`src/hw/rtl/i2cm_pkg.sv`:
```
`timescale 1ns / 1ps
// ---------------------------------------------------------------------------
// i2cm_pkg
// Shared types and constants of the I2C master bit engine.
// ---------------------------------------------------------------------------
package i2cm_pkg;

    localparam int unsigned CfgW       = 8;
    localparam int unsigned ApbDataW   = 32;
    localparam int unsigned ApbAddrW   = 3;
    localparam int unsigned InDataW    = 16;
    localparam int unsigned InUserW    = 3;
    localparam int unsigned OutDataW   = 16;

    localparam logic [CfgW-1:0] HalfPeriodRst = 8'd2;
    localparam logic [CfgW-1:0] AckTimeoutRst = 8'd250;

    localparam logic [3:0] BitsPerByte = 4'd8;

    typedef enum logic [2:0] {
        OP_TICK  = 3'd0,
        OP_START = 3'd1,
        OP_STOP  = 3'd2,
        OP_WRITE = 3'd3,
        OP_READ  = 3'd4,
        OP_WAIT  = 3'd5
    } t_op;

    typedef enum logic [3:0] {
        PH_IDLE     = 4'd0,
        PH_START_A  = 4'd1,
        PH_START_B  = 4'd2,
        PH_STOP_A   = 4'd3,
        PH_STOP_B   = 4'd4,
        PH_WR_HIGH  = 4'd5,
        PH_WR_LOW   = 4'd6,
        PH_RD_LOW   = 4'd7,
        PH_RD_HIGH  = 4'd8,
        PH_ACK_LOW  = 4'd9,
        PH_ACK_HIGH = 4'd10,
        PH_WA_A     = 4'd11,
        PH_WA_B     = 4'd12,
        PH_WA_POLL  = 4'd13
    } t_phase;

    typedef enum logic [0:0] {
        REG_HALF_PERIOD = 1'b0,
        REG_ACK_TIMEOUT = 1'b1
    } t_reg_idx;

    typedef struct packed {
        logic [CfgW-1:0] half_period_ticks;
        logic [CfgW-1:0] ack_timeout;
    } t_cfg;

    typedef struct packed {
        t_op        operation;
        logic [7:0] write_data;
        logic       send_ack;
        logic       sda_sample;
    } t_request;

    typedef struct packed {
        logic       command_rejected;
        logic       ack_failed;
        logic [7:0] read_data;
        logic       done_res;
        logic       busy_res;
        logic       sda_drive_enable;
        logic       sda_level;
        logic       scl_level;
    } t_result;

endpackage

```
`src/hw/rtl/i2cm_cfg_regs.sv`:
```
`timescale 1ns / 1ps
// ---------------------------------------------------------------------------
// i2cm_cfg_regs
// APB register file: bus delay step length and acknowledge timeout.
// ---------------------------------------------------------------------------
module i2cm_cfg_regs
    import i2cm_pkg::*;
#(
    parameter logic [CfgW-1:0] HALF_PERIOD_RST = HalfPeriodRst,
    parameter logic [CfgW-1:0] ACK_TIMEOUT_RST = AckTimeoutRst
) (
    input  logic                i_clk,
    input  logic                i_rst_n,
    input  logic                psel,
    input  logic                penable,
    input  logic                pwrite,
    input  logic [ApbAddrW-1:0] paddr,
    input  logic [ApbDataW-1:0] pwdata,
    output logic [ApbDataW-1:0] prdata,
    output logic                pready,
    output t_cfg                o_cfg
);

    logic [CfgW-1:0] r_half_period;
    logic [CfgW-1:0] r_ack_timeout;
    logic            w_wr;
    t_reg_idx        w_idx;

    assign pready = 1'b1;
    assign w_wr   = psel & penable & pwrite;
    // word aligned: byte offset bits are ignored
    assign w_idx  = t_reg_idx'(paddr[2]);

    always_ff @(posedge i_clk) begin
        if (!i_rst_n) begin
            r_half_period <= HALF_PERIOD_RST;
            r_ack_timeout <= ACK_TIMEOUT_RST;
        end else if (w_wr) begin
            unique case (w_idx)
                REG_HALF_PERIOD: r_half_period <= pwdata[CfgW-1:0];
                REG_ACK_TIMEOUT: r_ack_timeout <= pwdata[CfgW-1:0];
                default: ;
            endcase
        end
    end

    always_comb begin
        prdata = '0;
        unique case (w_idx)
            REG_HALF_PERIOD: prdata[CfgW-1:0] = r_half_period;
            REG_ACK_TIMEOUT: prdata[CfgW-1:0] = r_ack_timeout;
            default: ;
        endcase
    end

    assign o_cfg.half_period_ticks = r_half_period;
    assign o_cfg.ack_timeout       = r_ack_timeout;

endmodule

```
`src/hw/rtl/i2cm_engine.sv`:
```
`timescale 1ns / 1ps
// ---------------------------------------------------------------------------
// i2cm_engine
// Pin sequencer: phase state machine, shift register and delay counters.
// ---------------------------------------------------------------------------
module i2cm_engine
    import i2cm_pkg::*;
(
    input  logic     i_clk,
    input  logic     i_rst_n,
    input  logic     i_fire,
    input  t_request i_req,
    input  t_cfg     i_cfg,
    output t_result  o_result
);

    t_phase     r_phase,   n_phase;
    logic [3:0] r_bits,    n_bits;
    logic [7:0] r_shift,   n_shift;
    logic [7:0] r_delay,   n_delay;
    logic [7:0] r_tmo,     n_tmo;
    logic       r_ack_sel, n_ack_sel;
    logic       r_scl,     n_scl;
    logic       r_sda,     n_sda;
    logic       r_sda_en,  n_sda_en;
    logic       r_fail,    n_fail;
    logic [7:0] r_rx,      n_rx;

    logic       w_is_cmd;
    logic       w_tick;
    logic       w_cmd;
    logic       w_rej;
    logic       w_step;
    logic       w_poll;
    logic       w_fail;
    logic       w_load;
    logic       w_done;
    logic [7:0] w_hp;
    logic [7:0] w_tmo;
    logic [3:0] w_bits_inc;

    assign w_is_cmd = (i_req.operation == OP_START) || (i_req.operation == OP_STOP)
                   || (i_req.operation == OP_WRITE) || (i_req.operation == OP_READ)
                   || (i_req.operation == OP_WAIT);
    assign w_tick   = i_fire && (i_req.operation == OP_TICK) && (r_phase != PH_IDLE);
    assign w_cmd    = i_fire && w_is_cmd && (r_phase == PH_IDLE);
    assign w_rej    = i_fire && w_is_cmd && (r_phase != PH_IDLE);
    // a pin step falls on the tick that ends the bus delay
    assign w_step   = w_tick && (r_phase != PH_WA_POLL) && (r_delay <= 8'd1);
    assign w_poll   = (w_tick && (r_phase == PH_WA_POLL))
                   || (w_step && (r_phase == PH_WA_B));
    // the first poll starts from a cleared timeout count
    assign w_tmo    = (r_phase == PH_WA_B) ? 8'd0 : r_tmo;
    assign w_fail   = w_poll && i_req.sda_sample && (w_tmo >= i_cfg.ack_timeout);
    assign w_hp     = (i_cfg.half_period_ticks == 8'd0) ? 8'd1 : i_cfg.half_period_ticks;
    assign w_bits_inc = r_bits + 4'd1;

    // next phase
    always_comb begin
        n_phase = r_phase;
        w_done  = 1'b0;
        if (w_cmd) begin
            unique case (i_req.operation)
                OP_START: n_phase = PH_START_A;
                OP_STOP:  n_phase = PH_STOP_A;
                OP_WRITE: n_phase = PH_WR_HIGH;
                OP_READ:  n_phase = PH_RD_LOW;
                default:  n_phase = PH_WA_A;
            endcase
        end else if (w_poll) begin
            if (!i_req.sda_sample) begin
                n_phase = PH_IDLE;
                w_done  = 1'b1;
            end else if (w_fail) begin
                n_phase = PH_STOP_A;
            end else begin
                n_phase = PH_WA_POLL;
            end
        end else if (w_step) begin
            unique case (r_phase)
                PH_START_A: n_phase = PH_START_B;
                PH_START_B: begin
                    n_phase = PH_IDLE;
                    w_done  = 1'b1;
                end
                PH_STOP_A:  n_phase = PH_STOP_B;
                PH_STOP_B: begin
                    n_phase = PH_IDLE;
                    w_done  = 1'b1;
                end
                PH_WR_HIGH: n_phase = PH_WR_LOW;
                PH_WR_LOW: begin
                    if (w_bits_inc >= BitsPerByte) begin
                        n_phase = PH_IDLE;
                        w_done  = 1'b1;
                    end else begin
                        n_phase = PH_WR_HIGH;
                    end
                end
                PH_RD_LOW:  n_phase = PH_RD_HIGH;
                PH_RD_HIGH: n_phase = (w_bits_inc < BitsPerByte) ? PH_RD_LOW : PH_ACK_LOW;
                PH_ACK_LOW: n_phase = PH_ACK_HIGH;
                PH_ACK_HIGH: begin
                    n_phase = PH_IDLE;
                    w_done  = 1'b1;
                end
                PH_WA_A:    n_phase = PH_WA_B;
                default:    n_phase = PH_IDLE;
            endcase
        end
    end

    // every move into a timed phase restarts the bus delay
    assign w_load = (w_cmd || w_poll || w_step)
                 && (n_phase != PH_IDLE) && (n_phase != PH_WA_POLL);

    // pins, shifter and counters
    always_comb begin
        n_bits    = r_bits;
        n_shift   = r_shift;
        n_tmo     = r_tmo;
        n_ack_sel = r_ack_sel;
        n_scl     = r_scl;
        n_sda     = r_sda;
        n_sda_en  = r_sda_en;
        n_fail    = r_fail;
        n_rx      = r_rx;

        if (w_load) begin
            n_delay = w_hp;
        end else if (w_tick && (r_phase != PH_WA_POLL) && (r_delay > 8'd1)) begin
            n_delay = r_delay - 8'd1;
        end else begin
            n_delay = r_delay;
        end

        if (w_cmd) begin
            n_fail = 1'b0;
            n_bits = 4'd0;
            unique case (i_req.operation)
                OP_START: begin
                    n_sda_en = 1'b1;
                    n_sda    = 1'b1;
                    n_scl    = 1'b1;
                end
                OP_STOP: begin
                    n_sda_en = 1'b1;
                    n_scl    = 1'b0;
                    n_sda    = 1'b0;
                end
                OP_WRITE: begin
                    n_sda_en = 1'b1;
                    n_sda    = i_req.write_data[7];
                    n_shift  = {i_req.write_data[6:0], 1'b0};
                    n_scl    = 1'b1;
                end
                OP_READ: begin
                    n_sda_en  = 1'b0;
                    n_ack_sel = i_req.send_ack;
                    n_shift   = 8'd0;
                    n_scl     = 1'b0;
                end
                default: begin
                    n_sda_en = 1'b0;
                    n_sda    = 1'b1;
                    n_tmo    = 8'd0;
                end
            endcase
        end else if (w_poll) begin
            n_tmo = w_tmo;
            if (!i_req.sda_sample) begin
                n_scl = 1'b0;
            end else if (w_fail) begin
                // timed out: flag it and run a stop
                n_fail   = 1'b1;
                n_sda_en = 1'b1;
                n_scl    = 1'b0;
                n_sda    = 1'b0;
            end else begin
                n_tmo = w_tmo + 8'd1;
            end
        end else if (w_step) begin
            unique case (r_phase)
                PH_START_A: n_sda = 1'b0;
                PH_START_B: n_scl = 1'b0;
                PH_STOP_A: begin
                    n_scl = 1'b1;
                    n_sda = 1'b1;
                end
                PH_WR_HIGH: n_scl = 1'b0;
                PH_WR_LOW: begin
                    n_bits = w_bits_inc;
                    if (w_bits_inc < BitsPerByte) begin
                        n_sda   = r_shift[7];
                        n_shift = {r_shift[6:0], 1'b0};
                        n_scl   = 1'b1;
                    end
                end
                PH_RD_LOW: begin
                    n_scl   = 1'b1;
                    n_shift = {r_shift[6:0], i_req.sda_sample};
                end
                PH_RD_HIGH: begin
                    n_bits = w_bits_inc;
                    n_scl  = 1'b0;
                    if (w_bits_inc >= BitsPerByte) begin
                        n_sda_en = 1'b1;
                        n_sda    = ~r_ack_sel;
                    end
                end
                PH_ACK_LOW: n_scl = 1'b1;
                PH_ACK_HIGH: begin
                    n_scl = 1'b0;
                    n_rx  = r_shift;
                end
                PH_WA_A:    n_scl = 1'b1;
                default: ;
            endcase
        end
    end

    always_ff @(posedge i_clk) begin
        if (!i_rst_n) begin
            r_phase   <= PH_IDLE;
            r_bits    <= 4'd0;
            r_shift   <= 8'd0;
            r_delay   <= 8'd0;
            r_tmo     <= 8'd0;
            r_ack_sel <= 1'b0;
            r_scl     <= 1'b1;
            r_sda     <= 1'b1;
            r_sda_en  <= 1'b1;
            r_fail    <= 1'b0;
            r_rx      <= 8'd0;
        end else begin
            r_phase   <= n_phase;
            r_bits    <= n_bits;
            r_shift   <= n_shift;
            r_delay   <= n_delay;
            r_tmo     <= n_tmo;
            r_ack_sel <= n_ack_sel;
            r_scl     <= n_scl;
            r_sda     <= n_sda;
            r_sda_en  <= n_sda_en;
            r_fail    <= n_fail;
            r_rx      <= n_rx;
        end
    end

    assign o_result.scl_level        = n_scl;
    assign o_result.sda_level        = n_sda;
    assign o_result.sda_drive_enable = n_sda_en;
    assign o_result.busy_res         = (n_phase != PH_IDLE);
    assign o_result.done_res         = w_done;
    assign o_result.read_data        = n_rx;
    assign o_result.ack_failed       = n_fail;
    assign o_result.command_rejected = w_rej;

endmodule

```
`src/hw/rtl/i2cm_out_stage.sv`:
```
`timescale 1ns / 1ps
// ---------------------------------------------------------------------------
// i2cm_out_stage
// Result register with valid flag; takes a new result while the old one
// drains.
// ---------------------------------------------------------------------------
module i2cm_out_stage
    import i2cm_pkg::*;
(
    input  logic    i_clk,
    input  logic    i_rst_n,
    input  logic    i_load,
    input  t_result i_result,
    input  logic    i_ready,
    output logic    o_space,
    output logic    o_valid,
    output t_result o_result
);

    logic    r_valid;
    t_result r_result;

    assign o_space = ~r_valid | i_ready;

    always_ff @(posedge i_clk) begin
        if (!i_rst_n) begin
            r_valid <= 1'b0;
        end else if (i_load) begin
            r_valid <= 1'b1;
        end else if (i_ready) begin
            r_valid <= 1'b0;
        end
    end

    always_ff @(posedge i_clk) begin
        if (i_load) begin
            r_result <= i_result;
        end
    end

    assign o_valid  = r_valid;
    assign o_result = r_result;

endmodule

```
`src/hw/rtl/i2c_master_bit_engine.sv`:
```
`timescale 1ns / 1ps
// ---------------------------------------------------------------------------
// i2c_master_bit_engine
// I2C master pin sequencer driven by command and tick requests.
// ---------------------------------------------------------------------------
// Usage:
//   Slave stream: one request per beat. tuser carries the operation (tick,
//   start, stop, write, read, wait ack); tdata carries the write byte, the
//   ACK/NACK choice for reads and the sampled SDA level for ticks.
//   Master stream: exactly one result per request, in order: SCL/SDA levels,
//   SDA drive enable, busy, done, last read byte, ack failure, rejection.
//   APB: half_period_ticks at 0x0, ack_timeout at 0x4; write only while idle.
// Timing:
//   A result is registered and appears in the cycle after its request is
//   taken. One request per cycle is sustained unless tready is held low;
//   the result register decouples the two streams.
// Reset: bus lines idle high with SDA driven, no result pending, registers
//   back to 2 and 250.
// Stall: while the receiver holds tready low the result stays put; one more
//   request is taken only when the result register empties in that cycle.
// ---------------------------------------------------------------------------
module i2c_master_bit_engine
    import i2cm_pkg::*;
#(
    parameter logic [CfgW-1:0] HALF_PERIOD_RST = HalfPeriodRst,
    parameter logic [CfgW-1:0] ACK_TIMEOUT_RST = AckTimeoutRst
) (
    input  logic                i_clk,
    input  logic                i_rst_n,
    // slave stream
    input  logic                i_s_axis_tvalid,
    output logic                o_s_axis_tready,
    // [7:0] write_data, [8] send_ack, [9] sda_sample, [15:10] zero
    input  logic [InDataW-1:0]  i_s_axis_tdata,
    // [2:0] operation
    input  logic [InUserW-1:0]  i_s_axis_tuser,
    // master stream
    output logic                o_m_axis_tvalid,
    input  logic                i_m_axis_tready,
    // [0] scl_level, [1] sda_level, [2] sda_drive_enable, [3] busy_res,
    // [4] done_res, [12:5] read_data, [13] ack_failed, [14] command_rejected,
    // [15] zero
    output logic [OutDataW-1:0] o_m_axis_tdata,
    // configuration
    input  logic                psel,
    input  logic                penable,
    input  logic                pwrite,
    input  logic [ApbAddrW-1:0] paddr,
    input  logic [ApbDataW-1:0] pwdata,
    output logic [ApbDataW-1:0] prdata,
    output logic                pready
);

    t_cfg     w_cfg;
    t_request w_req;
    t_result  w_result;
    t_result  w_out;
    logic     w_fire;
    logic     w_space;

    assign w_req.operation  = t_op'(i_s_axis_tuser);
    assign w_req.write_data = i_s_axis_tdata[7:0];
    assign w_req.send_ack   = i_s_axis_tdata[8];
    assign w_req.sda_sample = i_s_axis_tdata[9];

    assign o_s_axis_tready = w_space;
    assign w_fire          = i_s_axis_tvalid & w_space;

    i2cm_cfg_regs #(
        .HALF_PERIOD_RST (HALF_PERIOD_RST),
        .ACK_TIMEOUT_RST (ACK_TIMEOUT_RST)
    ) u_cfg (
        .i_clk   (i_clk),
        .i_rst_n (i_rst_n),
        .psel    (psel),
        .penable (penable),
        .pwrite  (pwrite),
        .paddr   (paddr),
        .pwdata  (pwdata),
        .prdata  (prdata),
        .pready  (pready),
        .o_cfg   (w_cfg)
    );

    i2cm_engine u_engine (
        .i_clk    (i_clk),
        .i_rst_n  (i_rst_n),
        .i_fire   (w_fire),
        .i_req    (w_req),
        .i_cfg    (w_cfg),
        .o_result (w_result)
    );

    i2cm_out_stage u_out (
        .i_clk    (i_clk),
        .i_rst_n  (i_rst_n),
        .i_load   (w_fire),
        .i_result (w_result),
        .i_ready  (i_m_axis_tready),
        .o_space  (w_space),
        .o_valid  (o_m_axis_tvalid),
        .o_result (w_out)
    );

    assign o_m_axis_tdata = {1'b0, w_out};

endmodule

```
`config.mk`:
```
export PLATFORM = sky130hd
export DESIGN_NAME = i2c_master_bit_engine
export DESIGN_NICKNAME = d
export VERILOG_FILES = /design/src/hw/rtl/i2cm_pkg.sv /design/src/hw/rtl/i2cm_cfg_regs.sv /design/src/hw/rtl/i2cm_engine.sv /design/src/hw/rtl/i2cm_out_stage.sv /design/src/hw/rtl/i2c_master_bit_engine.sv
export SDC_FILE = /design/constraint.sdc
export NUM_CORES = 1
export LEC_CHECK = 0
export ABC_AREA = 1
export BUFFER_PORTS_ARGS = -buffer_cell sky130_fd_sc_hd__buf_2
export CORE_AREA = 8 8 98 100
export CTS_CLUSTER_SIZE = 8
export DETAILED_ROUTE_END_ITERATION = 12
export DIE_AREA = 0 0 106 108
export GPL_TIMING_DRIVEN = 0
export HOLD_SLACK_MARGIN = 0.08
export PLACE_DENSITY = 0.84
export SLEW_MARGIN = 20
export SYNTH_ARGS = -nofsm -noshare
export SYNTH_HDL_FRONTEND = slang
export SYNTH_SLANG_ARGS = --single-unit
```
`constraint.sdc`:
```
create_clock -name i_clk -period 5.5 [get_ports i_clk]
set_input_delay 0.275 -clock i_clk [delete_from_list [all_inputs] [get_ports i_clk]]
set_output_delay 0.275 -clock i_clk [all_outputs]
set_load 0.01 [all_outputs]
```
==> flow_summary.json, run 1 <==
{
  "synthDistinctLibCells": 43,
  "swShare_pct": 30.3,
  "topRoutingLayerUsed": "met4",
  "fp-row-count": 33,
  "cellInternalPower_uw": 965,
  "fmaxAchievable_ghz": 0.305,
  "htreeDepth": 3,
  "fraction_of_layout_instances_using_a_drive_strength_above_1_pct": 18.4,
  "rsz0062_at_grt": "false",
  "final-setup-viol-count": 0,
  "run_status": "finished, final reports clean",
  "grt.overflow.total": 0,
  "synthesis.yosys.warnings": 0,
  "power_frac_seq_pct": 44.8,
  "crit_path_start_kind": "flop",
  "place_area_um2": 5050,
  "critPathMaxFanout": 10,
  "die_w_um": 106,
  "clkLatencyLatePin_ps": 360,
  "gpl.final_weighted_congestion": 0.928,
  "max-slew-margin-rel_pct": 49.1,
  "detailedPlacementHpwl_um": 8950,
  "finish.utilization_pct": 65.5,
  "pwr_density_cell_nw_per_um2": 263,
  "first_global_vias": 4305,
  "post_synth_instance_area_um2": 4570,
  "post_cts_buffers": 0,
  "diodes": 0,
  "dieArea_um2": 11400,
  "max-cap-violations": 0,
  "met3RoutedLength_um": 978,
  "drt_iter0_drcs": 243,
  "critical_path_arrival_ps": 3500,
  "min_period_ps": 3280,
  "synthFlopType": "dfxtp_1",
  "synth_cells": 642,
  "worstHoldPathCells": 3,
  "post_drt_via_cell_ratio": 5.25,
  "detailedRoute.firstPassIterationCount": 5,
  "worst_case_clock_skew_ps": 12.0,
  "wl_per_cell_um": 13.6,
  "numPortBuffers": 52,
  "grt_antenna_before_repair": 0,
  "hold_class": "in -> reg",
  "dpl_worst_slack_ps": 2270,
  "number_of_enable_flip_flop_cells_after_synthesis": 15,
  "worst_setup_hold_path_clk_slew_ps": 80,
  "cts-root-buf": "clkbuf_8",
  "logic_gate_share_of_total_power_pct": 20.6,
  "cts_sinks": 77,
  "wirelength_met1_um": 4910,
  "design.portCount": 112,
  "finalHoldViolCount": 0,
  "r2r_cells": 20,
  "asyncSetResetFlopFracSynth_pct": 0,
  "nets": 802,
  "timing.final.crit_share_pct": 59.6,
  "timing.critical_path.required_ps": 5720,
  "grt.total_usage_pct": 20.8,
  "die_height_um": 108,
  "min-delay-start": "pwdata[4]",
  "finalWirelength_um": 11400,
  "floorplan.initialDensity_pct": 56.7,
  "leakagePower_uw": 0.00252,
  "endpoint_kind": "flop",
  "floorplan.core_area_um2": 8050,
  "grt_max_degree": 18,
  "detailroute.via_count": 4401,
  "synthesis.area_per_instance_um2": 7.11,
  "share_clk_of_total_power_pct": 34.6,
  "tns_ps": 0,
  "r2r_start": "u_engine.r_phase[2]$_SDFF_PN0_",
  "ys_ff_latch": 77,
  "stdcell_area_um2": 5270,
  "grt_pass1_wl_um": 19700,
  "worst_ir_drop_vdd_uv": 162,
  "total_clock_buffers_created_by_cts": 9,
  "area_growth_syn_to_layout_pct": 15.4,
  "cts_hold_repair.buffers": 0,
  "final-max-slew-violation-count": 0,
  "setup_crit_path_kind": "reg -> reg",
  "final.setup.worst_slack_ps": 2220,
  "r2r_setup_slack_ps": 2220,
  "post_cts_resize_count": 0,
  "switchingPower_uw": 420,
  "holdPathEnd": "u_cfg.r_ack_timeout[4]$_SDFFE_PN1P_",
  "hold_slack_final_ps": 152,
  "worst_slew_pin_slew_ps": 763,
  "critical_path.reg2reg.endpoint": "u_engine.r_delay[6]$_SDFFE_PN0P_",
  "ant_nets": 0,
  "drt_drc_violations_left": 0,
  "met2RoutedLength_um": 5350,
  "cts-root-to-sink-buffers": 2,
  "seq_area_frac_synth_pct": 37.0,
  "clock_tree_from_tritoncts": "yes"
}
==> cell usage in the layout, fill, tap and decap left out, drive strengths merged, types with 12 or more instances in the layout <==
| cell | netlist | layout |
|---|---|---|
| nand2 | 137 | 137 |
| inv | 94 | 96 |
| buf | 31 | 83 |
| nor2 | 74 | 74 |
| dfxtp | 62 | 62 |
| a21oi | 55 | 55 |
| nand3 | 47 | 47 |
| o21ai | 41 | 41 |
| conb | 2 | 26 |
| clkbuf | 11 | 21 |
| nand4 | 15 | 15 |
| edfxtp | 15 | 15 |
| ha | 12 | 12 |
==> cell type report <==
| type | count | area (um2) |
|---|---|---|
| fill | 737 | 2780 |
| multi-input combinational | 451 | 2320 |
| sequential | 77 | 1690 |
| inverter | 96 | 360 |
| buffer | 42 | 287 |
| timing repair buffer | 52 | 260 |
| tap | 105 | 131 |
| clock buffer | 10 | 128 |
| clock inverter | 6 | 93.8 |
==> kinds of logic (layout without fill, tap and decap cells) <==
group	Yosys count	after routing	share of synthesized area, %
compound gates	118	118	14.0
xor+xnor	12	12	2.30
fa+ha+maj	12	12	3.29
buf+inv	138	206	14.2
flops	77	77	37.0
other cells	2	26	0.164
simple gates	283	283	29.1
==> power groups by stage <==
stage                     clock network (uW)  registers [uW]  logic, uW
after floorplan                            0             634        208
after global placement                     0             632        275
after detailed placement                   0             632        280
after CTS                                486             619        282
after global routing                     519             623        318
final                                    479             620        286
==> sequential cells by signal, summed over array words and instances, names as in the netlist <==
name and cells:
u_engine.r_fail 1, u_engine.r_shift 8, u_cfg.r_ack_timeout 8, u_engine.r_sda 1
u_out.o_result 15, u_cfg.r_half_period 8, u_engine.r_scl 1, u_engine.r_delay 8
u_engine.r_tmo 8, u_engine.r_sda_en 1, u_out.o_valid 1, u_engine.r_rx 8
u_engine.r_phase 4, u_engine.r_ack_sel 1, u_engine.r_bits 4
==> synth_stat cells (all sizes together) (10+ instances only) <==
cell type  count  share of area (%)
dfxtp         62                 27
buf           31                5.4
nand2        137                 12
ha            12                3.3
nand3         47                6.8
clkbuf        11               0.90
inv           94                7.7
edfxtp        15                9.9
a21oi         55                6.0
nor2          74                7.0
a31oi         10                1.4
nand4         15                2.1
o21ai         41                4.5
==> worst max-delay path: stages (launching register included) <==
cell,delay (ps)
dfxtp_1,470
nand2_1,170
nor2_4,280
inv_1,120
nand2_1,90
inv_1,80
ha_1,290
a21oi_1,140
o21a_1,140
nand2_1,50
nor2_1,320
nor2_2,80
inv_2,130
nand2_2,70
nor2_2,140
nand2_4,120
nand3_4,140
buf_8,140
nand2_1,60
nand2_1,50
a21oi_1,50
==> routing by layer <==
layer	track usage [%]	vias up
li1	-	2215
met1	25.6	1993
met2	34.1	175
met3	6.42	18
met4	6.53	0
met5	0	-
==> metrics by stage <==
stage          std cells  power (uW)
2_1_floorplan        666         842
3_3_place_gp         823         906
3_5_place_dp         823         912
4_1_cts              839        1390
5_1_grt              839        1460
6_report             839        1380
==> worst max path at each step <==
stage	from	to	slack, ps	cells after the start
after CTS	u_engine.r_phase[2]$_SDFF_PN0_	u_engine.r_delay[6]$_SDFFE_PN0P_	2240	20
after global placement	u_engine.r_phase[2]$_SDFF_PN0_	u_engine.r_delay[6]$_SDFFE_PN0P_	2310	20
final	u_engine.r_phase[2]$_SDFF_PN0_	u_engine.r_delay[6]$_SDFFE_PN0P_	2220	20
after floorplan	u_engine.r_phase[0]$_SDFF_PN0_	u_engine.r_delay[6]$_SDFFE_PN0P_	2810	22
after global routing	u_engine.r_phase[2]$_SDFF_PN0_	u_engine.r_tmo[6]$_SDFFE_PN0P_	1910	19
after detailed placement	u_engine.r_phase[2]$_SDFF_PN0_	u_engine.r_delay[6]$_SDFFE_PN0P_	2270	20
No activity file was read; power rests on OpenSTA's default activity.
==> run 2, diff against run 1 <==
CORE_AREA = 8 8 106 108   (was 8 8 98 100)
DIE_AREA = 0 0 114 116   (was 0 0 106 108)
PLACE_DENSITY = 0.76   (was 0.84)
clock period = 2.9 ns   (was 5.5 ns; I/O delays follow)
==> run 2 against run 1 <==
Against the previous run: maximum frequency up 19%; die area up 16%; critical path type unchanged; worst hold slack worse by 60 ps; sequential power up 90%; flip-flop and latch count unchanged; routed wire length up 2.7%; clock skew up 1.4 ps; setup slack worse by 2100 ps.
==> flow_summary.json, run 2 (synthesis gave the netlist of run 1 again) <==
{
  "run_status": "finished, final reports clean",
  "grt_antenna_before_repair": 0,
  "timing.critical_path.buf_inv": 4,
  "finalNonFillerCells": 885,
  "cts-root-buf": "clkbuf_8",
  "detailroute.via_count": 4408,
  "min_period_ps": 2760,
  "path_cells": "inv_2, nand2_2, nor2_4, buf_8, nor2_2, ha_1, nand2_1, o21a_1, nand2_1, nor2_4, nor2_2, inv_2, nand2_2, nor2_4, nand2_4, nand3_4, buf_8, nand2_1, nand2_1, a21oi_1",
  "tns_ps": 0,
  "worst_setup_hold_path_clk_slew_ps": 80,
  "fin_total_pwr_uw": 2690,
  "mostFrequentLayoutCells": "123 x nand2_1, 83 x inv_1, 59 x dfxtp_1, 58 x nor2_1",
  "crit_path_start_kind": "flop",
  "worst_slew_pin_slew_ps": 739,
  "detailedPlacementHpwl_um": 9010,
  "grt.total_usage_pct": 17.8,
  "cts-root-to-sink-buffers": 2,
  "die_height_um": 116,
  "critical-path-top-delay-family": "simple AND/OR/NAND/NOR gates",
  "numPortBuffers": 52,
  "grt_pass1_wl_um": 19000,
  "die_w_um": 114,
  "critPathMaxFanout": 9,
  "place_area_um2": 5080,
  "cts_sinks": 77,
  "htreeDepth": 3,
  "wl_per_cell_um": 13.3,
  "finalHoldViolCount": 0,
  "detailedRoute.firstPassIterationCount": 6,
  "pwr_density_cell_nw_per_um2": 481,
  "floorplan.initialDensity_pct": 47.8,
  "grt_max_degree": 18,
  "hold_class": "in -> reg",
  "endpoint_kind": "flop",
  "drt_drc_violations_left": 0,
  "grt.overflow.total": 0,
  "first_global_vias": 4155,
  "hold_slack_final_ps": 92.3,
  "fmaxAchievable_ghz": 0.362,
  "critical_path.slowest_cell": "dfxtp_2",
  "post_drt_via_cell_ratio": 4.98,
  "timing.critical_path.slowest_cell_delay_ps": 440,
  "timing.final.crit_share_pct": 95.1,
  "setup_crit_path_kind": "reg -> reg",
  "finalWirelength_um": 11700,
  "timing.critical_path.required_ps": 3110,
  "most_common_cell_after_layout_fill_and_taps_aside": "nand2_1",
  "worst_case_clock_skew_ps": 13.3,
  "max-slew-margin-rel_pct": 50.7,
  "nets": 820,
  "dieArea_um2": 13200,
  "largest_register_ff_count": 15,
  "worst_ir_drop_vdd_uv": 260,
  "ant_nets": 0,
  "floorplan.core_area_um2": 9550,
  "fraction_of_layout_instances_using_a_drive_strength_above_1_pct": 22.5,
  "max-cap-violations": 0,
  "drt_iter0_drcs": 270,
  "critical_path.most_common_cell": "nand2_1",
  "placed_cells": 851,
  "stdcell_area_um2": 5600,
  "area_growth_syn_to_layout_pct": 22.5,
  "total_clock_buffers_created_by_cts": 9,
  "final-max-slew-violation-count": 0,
  "clock_tree_from_tritoncts": "yes",
  "leakagePower_uw": 0.00263,
  "critical_path_arrival_ps": 2960,
  "fp-row-count": 36,
  "final-setup-viol-count": 0,
  "design.portCount": 112,
  "diodes": 0,
  "gpl.final_weighted_congestion": 0.928,
  "clkLatencyLatePin_ps": 350
}
run 2: routing by layer:
layer	global-route usage, %	vias up	routed length [um]
li1	-	2244	-
met1	21.6	2010	5060
met2	29.8	143	5540
met3	4.33	11	1010
met4	6.74	0	129
met5	0	-	0
run 2: per-stage QoR:
step | util, % | setup WS [ps]
floorplan | - | 214
global placement | 53.2 | -282
detailed placement | 53.2 | -451
CTS | 57.5 | 12.4
global route | 58.6 | -73.1
finish | 58.6 | 141
run 2: worst paths after layout:
check,endpoint,from,depth (start not counted),slack [ps]
setup reg to reg,u_engine.r_delay[6]$_SDFFE_PN0P_,u_engine.r_phase[0]$_SDFF_PN0_,20,140
setup / recovery,u_engine.r_delay[6]$_SDFFE_PN0P_,u_engine.r_phase[0]$_SDFF_PN0_,20,140
hold / removal,u_engine.r_shift[6]$_SDFFE_PN0P_,i_s_axis_tdata[5],3,90
hold reg to reg,u_engine.r_tmo[0]$_SDFFE_PN0P_,u_engine.r_tmo[0]$_SDFFE_PN0P_,2,470
run 2: tightest hold or removal path, delay by kind of cell:
kind | cells | cell delay (ps)
simple gates | 1 | 70
compound gates | 1 | 90
buf+inv | 1 | 100
run 2: final cells by class:
class / count / area [um2]
plain buffers: 41 / 279
clock buffers: 9 / 124
clock inverters: 7 / 105
fillers: 923 / 3950
inverters: 96 / 360
multi-input cells: 451 / 2420
flip-flops and latches: 77 / 1700
well taps: 133 / 166
repair buffers: 71 / 448
run 2: where the power goes:
group          internal (uW)  total (uW)  leakage [uW]  switching, uW
sequential              1140        1180      0.000652           36.0
combinational            224         576       0.00186            352
clock                    501         934      0.000118            433
total                   1870        2690       0.00263            821
run 2: timing repair:
action | CTS | global route
hold endpoints to repair | 10 | 0
pin swaps | 5 | 6
gates resized for setup | 7 | 24
setup buffers | 9 | 1
hold buffers | 8 | 0
endpoints found under the setup margin | 17 | 17
gates cloned | 0 | 1
